<file path="src/clc_pkg.sv">
// ============================================================================
// clc_pkg: shared types and constants of the circular lag correlator
// Item layouts, configuration register codes, reset values and the command
// and status groups that join the controller to the datapath.
// ============================================================================
`timescale 1ns / 1ps

package clc_pkg;

    // Fixed field widths of the items.
    localparam int SAMPLE_BITS = 16;
    localparam int MAX_LAGS    = 16;
    localparam int DEF_MAX_DIM = 16;
    localparam int LAG_W       = 4;
    localparam int DIST_W      = 20;
    localparam int CORR_W      = 32;
    localparam int FRAC_BITS   = 16;
    localparam int DIM_W       = 5;
    localparam int AXIS_W      = 2;
    localparam int SPACING_W   = 16;
    localparam int CFG_IDX_W   = 3;
    localparam int CFG_DATA_W  = 16;

    // Saturation limits of the Q16.16 result.
    localparam logic [CORR_W-1:0] CORR_MAX = 32'h7FFF_FFFF;
    localparam logic [CORR_W-1:0] CORR_MIN = 32'h8000_0000;

    // Shift axis codes.
    localparam logic [AXIS_W-1:0] AXIS_X = 2'd0;
    localparam logic [AXIS_W-1:0] AXIS_Y = 2'd1;
    localparam logic [AXIS_W-1:0] AXIS_Z = 2'd2;

    // Configuration register reset values.
    localparam logic [DIM_W-1:0]     RST_SIZE        = 5'd16;
    localparam logic [AXIS_W-1:0]    RST_SHIFT_AXIS  = AXIS_X;
    localparam logic [DIM_W-1:0]     RST_LAG_COUNT   = 5'd8;
    localparam logic [SPACING_W-1:0] RST_LAG_SPACING = 16'd256;

    // Configuration register indexes.
    typedef enum logic [CFG_IDX_W-1:0] {
        REG_SIZE_X      = 3'd0,
        REG_SIZE_Y      = 3'd1,
        REG_SIZE_Z      = 3'd2,
        REG_SHIFT_AXIS  = 3'd3,
        REG_LAG_COUNT   = 3'd4,
        REG_LAG_SPACING = 3'd5
    } cfg_reg_t;

    typedef struct packed {
        logic [DIM_W-1:0]     size_x;
        logic [DIM_W-1:0]     size_y;
        logic [DIM_W-1:0]     size_z;
        logic [AXIS_W-1:0]    shift_axis;
        logic [DIM_W-1:0]     lag_count;
        logic [SPACING_W-1:0] lag_spacing;
    } cfg_t;

    typedef struct packed {
        logic signed [SAMPLE_BITS-1:0] sample_a;
        logic signed [SAMPLE_BITS-1:0] sample_b;
    } in_item_t;

    typedef struct packed {
        logic [LAG_W-1:0]         lag_index;
        logic [DIST_W-1:0]        distance;
        logic signed [CORR_W-1:0] correlation;
        logic                     zero_mean;
        logic                     last;
    } out_item_t;

    // Commands from the controller to the datapath.
    typedef struct packed {
        logic load;
        logic frame_start;
        logic lag_start;
        logic sweep;
        logic scale;
        logic div_init;
        logic div_step;
        logic emit;
    } cmd_t;

    // Status from the datapath to the controller.
    typedef struct packed {
        logic frame_full;
        logic sweep_last;
        logic pipe_busy;
        logic div_last;
        logic lag_last;
        logic out_free;
    } stat_t;

endpackage

</file>
<file path="src/clc_ctrl.sv">
// ============================================================================
// clc_ctrl: sequencer of the circular lag correlator
// Steps each item through loading, and on a full frame through the lag
// sweeps, the scaling, the serial division and the result hand-off.
// ============================================================================
`timescale 1ns / 1ps

module clc_ctrl (
    input  logic           aclk,
    input  logic           aresetn,
    input  logic           s_valid,
    output logic           s_ready,
    input  clc_pkg::stat_t stat,
    output clc_pkg::cmd_t  cmd
);

    import clc_pkg::*;

    typedef enum logic [10:0] {
        S_IDLE   = 11'b000_0000_0001,
        S_SIZE1  = 11'b000_0000_0010,
        S_SIZE2  = 11'b000_0000_0100,
        S_CHECK  = 11'b000_0000_1000,
        S_LSTART = 11'b000_0001_0000,
        S_SWEEP  = 11'b000_0010_0000,
        S_DRAIN  = 11'b000_0100_0000,
        S_SCALE  = 11'b000_1000_0000,
        S_DIVSET = 11'b001_0000_0000,
        S_DIVIDE = 11'b010_0000_0000,
        S_EMIT   = 11'b100_0000_0000
    } state_t;

    state_t state_reg, state_next;

    // State register.
    always_ff @(posedge aclk) begin
        if (!aresetn) begin
            state_reg <= S_IDLE;
        end else begin
            state_reg <= state_next;
        end
    end

    // Next state and commands.
    always_comb begin
        state_next = state_reg;
        cmd        = '0;
        s_ready    = 1'b0;
        case (state_reg)
            S_IDLE: begin
                s_ready = 1'b1;
                if (s_valid) begin
                    cmd.load   = 1'b1;
                    state_next = S_SIZE1;
                end
            end
            // The grid size products settle in S_SIZE1 and S_SIZE2.
            S_SIZE1: state_next = S_SIZE2;
            S_SIZE2: state_next = S_CHECK;
            S_CHECK: begin
                if (stat.frame_full) begin
                    cmd.frame_start = 1'b1;
                    state_next      = S_LSTART;
                end else begin
                    state_next = S_IDLE;
                end
            end
            S_LSTART: begin
                cmd.lag_start = 1'b1;
                state_next    = S_SWEEP;
            end
            S_SWEEP: begin
                cmd.sweep = 1'b1;
                if (stat.sweep_last) begin
                    state_next = S_DRAIN;
                end
            end
            S_DRAIN: begin
                if (!stat.pipe_busy) begin
                    state_next = S_SCALE;
                end
            end
            S_SCALE: begin
                cmd.scale  = 1'b1;
                state_next = S_DIVSET;
            end
            S_DIVSET: begin
                cmd.div_init = 1'b1;
                state_next   = S_DIVIDE;
            end
            S_DIVIDE: begin
                cmd.div_step = 1'b1;
                if (stat.div_last) begin
                    state_next = S_EMIT;
                end
            end
            S_EMIT: begin
                if (stat.out_free) begin
                    cmd.emit   = 1'b1;
                    state_next = stat.lag_last ? S_IDLE : S_LSTART;
                end
            end
            default: state_next = S_IDLE;
        endcase
    end

endmodule

</file>
<file path="config.mk">
export PLATFORM = sky130hd
export DESIGN_NAME = clc_ctrl
export DESIGN_NICKNAME = d
export VERILOG_FILES = /design/src/clc_pkg.sv /design/src/clc_ctrl.sv
export SDC_FILE = /design/constraint.sdc
export NUM_CORES = 1
export LEC_CHECK = 0
export BUFFER_PORTS_ARGS = -buffer_cell sky130_fd_sc_hd__buf_2
export CORE_UTILIZATION = 46
export CTS_CLUSTER_SIZE = 28
export DETAILED_ROUTE_END_ITERATION = 16
export PLACE_DENSITY = 0.68
export SYNTH_ARGS = -nofsm -noshare
export SYNTH_HDL_FRONTEND = slang
export SYNTH_SLANG_ARGS = --single-unit
</file>
<file path="constraint.sdc">
create_clock -name aclk -period 2.14 [get_ports aclk]
set_clock_uncertainty 0.05 [all_clocks]
set_input_delay 0.535 -clock aclk [delete_from_list [all_inputs] [get_ports aclk]]
set_output_delay 0.535 -clock aclk [all_outputs]
set_load 0.05 [all_outputs]
</file>
* Yosys cells after proc, flatten, opt, wreduce, memory -nomap -nowiden
Cells that the tools add are included.
Word-level totals: register bits 11, word-level logic and storage cells 38, input port bits 9, output and inout bits 9
Cells by class: multiplexer cells 20, equal/unequal tests 16, reductions and logical operators 1
Operator list (number):
- $pmux 11 s11 | 1
- $mux 11 | 5
- $mux 1 | 12
- $eq 11x1->1 const B | 1
- $eq 11x10->1 const B | 1
- $eq 11x11->1 const B | 1
- $eq 11x2->1 const B | 1
- $eq 11x3->1 const B | 1
- $eq 11x4->1 const B | 1
- $eq 11x5->1 const B | 1
- $eq 11x6->1 const B | 1
- $eq 11x7->1 const B | 1
- $eq 11x8->1 const B | 1
- $eq 11x9->1 const B | 1
- $mux 5 | 2
- $ne 2x2->1 const B | 5
- $reduce_and 5->1 | 1

* Longest topological paths before layout
depth after elaboration 3, gate-level depth with buffers 7, gate-level depth less buffers 5

* Worst setup path after synthesis
OpenSTA, ideal clock, no wires.
kind register to output, from register state_reg[3], to output cmd[5] (netlist bit), slack -963 ps, arrival 2518 ps, buffers on the path 1, data required time 1555 ps, stages on the path, launching flop included 5, path through dfxtp_1 -> clkbuf_1 -> nor4_1 -> nand2_1 -> nor4bb_1
RTL lines:
- from (decl) | RTL line clc_ctrl.sv:33 | state_t state_reg, state_next;
- from (signal assigned) | RTL line clc_ctrl.sv:40 | state_reg <= state_next;
- to (decl) | RTL line clc_ctrl.sv:14 | output clc_pkg::cmd_t cmd

==> qor.csv <==
metric;value;unit
max_freq;434;MHz
fill_cells;117;
yosysSeqAreaShare;0.295;
core;1510;µm²
postLayoutCellArea;1150;µm²
final_layout_size_suffix_gt1_frac;0.474;
worst-path-stages;4;
htreeDepth;1;
syn-num-nets;105;
drc;0;
numPlacedInstances;139;
wl_per_cell;16.1;µm
crit_family;simple AND/OR/NAND/NOR gates;
grt_max_degree;10;
nets;143;
syn2layout_area_growth;54.2;%
yosys_most_used_dff;dfxtp_1;
detail-route-antenna-nets;0;
drtIter0Drc;38;
yosysWarnings;0;
gp_congestion;0.910;
worst_slack;-0.163;ns
path_max_fanout;3;
hold_depth;3;
final_core_util;0.763;
hold_violations;0;
via_per_inst;6.11;
die_w;42.3;µm
synth_top_area_cell;dfxtp_1;
placed_area;970;µm²
num_rows;14;
synth_cells;96;
first_global_vias;830;
path_class;reg -> out;
drt-total-wl;2.40;mm
async_flop_share;0;
numPortBuffers;17;
path_cells;or4_4 > nor3b_4 > and2_4 > buf_8;
stdcell_count;149;
endpoint_kind;output port;
p_leak;0.482;nW
seq_power_share;0.300;
pwr-share-comb;0.515;
synthesis.area;746;µm²
clock_path_buffers;2;
fin_crit_sh;1.08;
vias;910;
worstSkewPairLatency;0.27;ns
switching_share;0.411;
worstRegToRegCells;5;
synth_top_area_frac;0.295;
hold_class;in -> reg;
netlist_top_cells_area;dfxtp_1 30%, nor2_1 7.0%, nand3_1 4.7%, nor2b_1 4.2%, or3b_1 3.5%;
power.share.clock;0.186;
grt_use_total;0.265;
start_kind;flip-flop;
grt_overflow;0;
largest_reg_flops;11;
setup_viol;8;
p_per_area;691;nW/µm²
ys_seq_elements;11;
slew-limit-headroom;0.729;
dieHeight;42.3;µm
required;1.55;ns
setup-tns-final;-0.493;ns
ios;18;
rsz0062_at_grt;yes;
crit_buf_inv;1;
failed_checks;negative setup slack;
cts_tree;done;
arrival;1.72;ns
dieArea;1790;µm²
p_int;0.000468;W
synth_cell_types;38;
cp_slowest_cell;or4_4;
start_util;0.495;
crit_path_max_incr_delay;0.56;ns
dpl.hpwl;1.61;mm
syn_area_per_cell;7.77;µm²
status;complete, but fails checks;
antenna_found_initial;0;
first_pass_iters;4;
cts_sinks;11;
cts-buffers-inserted;3;
cts_root_buffer;clkbuf_4;
layout_common_cells;23 x buf_4, 11 x nor2_1, 8 x buf_2, 8 x dfxtp_1;
min_period;2.30;ns
cts.clk_slew.worst_paths;0.08;ns
grt_pass1_wl;3.61;mm
synth_edf_count;0;
maxCapViolations;0;
maxSlewViolCount;0;
diodes;0;
dp_slack;0.00302;ns
vdd_drop_max;0.548;mV
power_switching;0.000327;W
tightestPinTransition;0.406;ns
layout.cells.most_common;buf_4;
## synth_stat cells, types with 2 or more instances
cell type	n
nor4b_1	2
and4_1	2
nor2_1	14
xor2_1	2
or3b_1	3
nand3b_1	2
o21ai_0	2
and2_1	2
nor2b_1	5
inv_1	6
dfxtp_1	11
a21oi_1	3
nor4_1	3
clkbuf_1	2
buf_2	2
nand3_1	7
nor3_1	3
nand2_1	3
nor3b_1	2
nand4_1	2
## cells by family after synthesis
logic type	share of synthesized area
AOI/OAI and AO/OA	0.178
xor gates and xnor gates	0.0352
buffers and inverters	0.0537
DFF	0.295
and+or+nand+nor	0.438
## layer usage
layer,global-route usage,share of wire,wire (µm),up-vias
met4,0.113,0.025,60,0
li1,-,-,-,431
met5,0,0,0,-
met2,0.446,0.51,1230,49
met1,0.332,0.41,984,418
met3,0.0431,0.051,123,12
## final cells by class
class                   count  area [µm²]  share of cell area
flip-flops and latches     11         224               0.195
repair buffers             37         284               0.247
multi-input cells          75         573               0.498
inverters                   6        22.5              0.0196
clock buffers               4        26.3              0.0229
well taps                  16        20.0              0.0174
## worst reg2reg max path: cells and delay by family (launching register included)
family	cells	cell delay, ns
compound gates	3	0.88
flops	1	0.38
buf+inv	1	0.19
simple gates	1	0.37
## path summary, 6_finish.rpt
kind,start,slack (ns),end
worst max-delay path,state_reg[3]$_SDFFE_PN0P_,-0.16,cmd[4]
worst min-delay path,aresetn,0.47,state_reg[6]$_SDFFE_PN0P_
worst max register to register,state_reg[9]$_SDFFE_PN0P_,0.14,state_reg[0]$_SDFFE_PN1P_
worst min register to register,state_reg[0]$_SDFFE_PN1P_,0.53,state_reg[2]$_SDFFE_PN0P_
## power by group through the flow
stage / registers, W / logic, W / clock network, W
after floorplan: 0.000242 / 0.000217 / 0
after global placement: 0.000233 / 0.000334 / 0
after detailed placement: 0.000235 / 0.000343 / 0
after CTS: 0.000231 / 0.000365 / 0.000145
after global routing: 0.000240 / 0.000430 / 0.000164
final: 0.000238 / 0.000409 / 0.000147
## metrics by stage
stage / hold WS (ns) / total power [W]
2_1_floorplan: 0.425 / 0.000459
3_3_place_gp: 0.497 / 0.000566
3_5_place_dp: 0.529 / 0.000577
4_1_cts: 0.473 / 0.000742
5_1_grt: 0.482 / 0.000833
6_report: 0.468 / 0.000795
## timing repair
| action | in CTS | in global routing |
|---|---|---|
| pin swaps | 6 | 4 |
| endpoints found under the setup margin | 8 | 12 |
| hold buffers | 0 | 0 |
| setup buffers | 3 | 3 |
| hold endpoints to repair | 0 | 0 |
| resized for setup | 22 | 10 |
| cloned | 0 | 0 |
(Power assumes the default switching activity.)
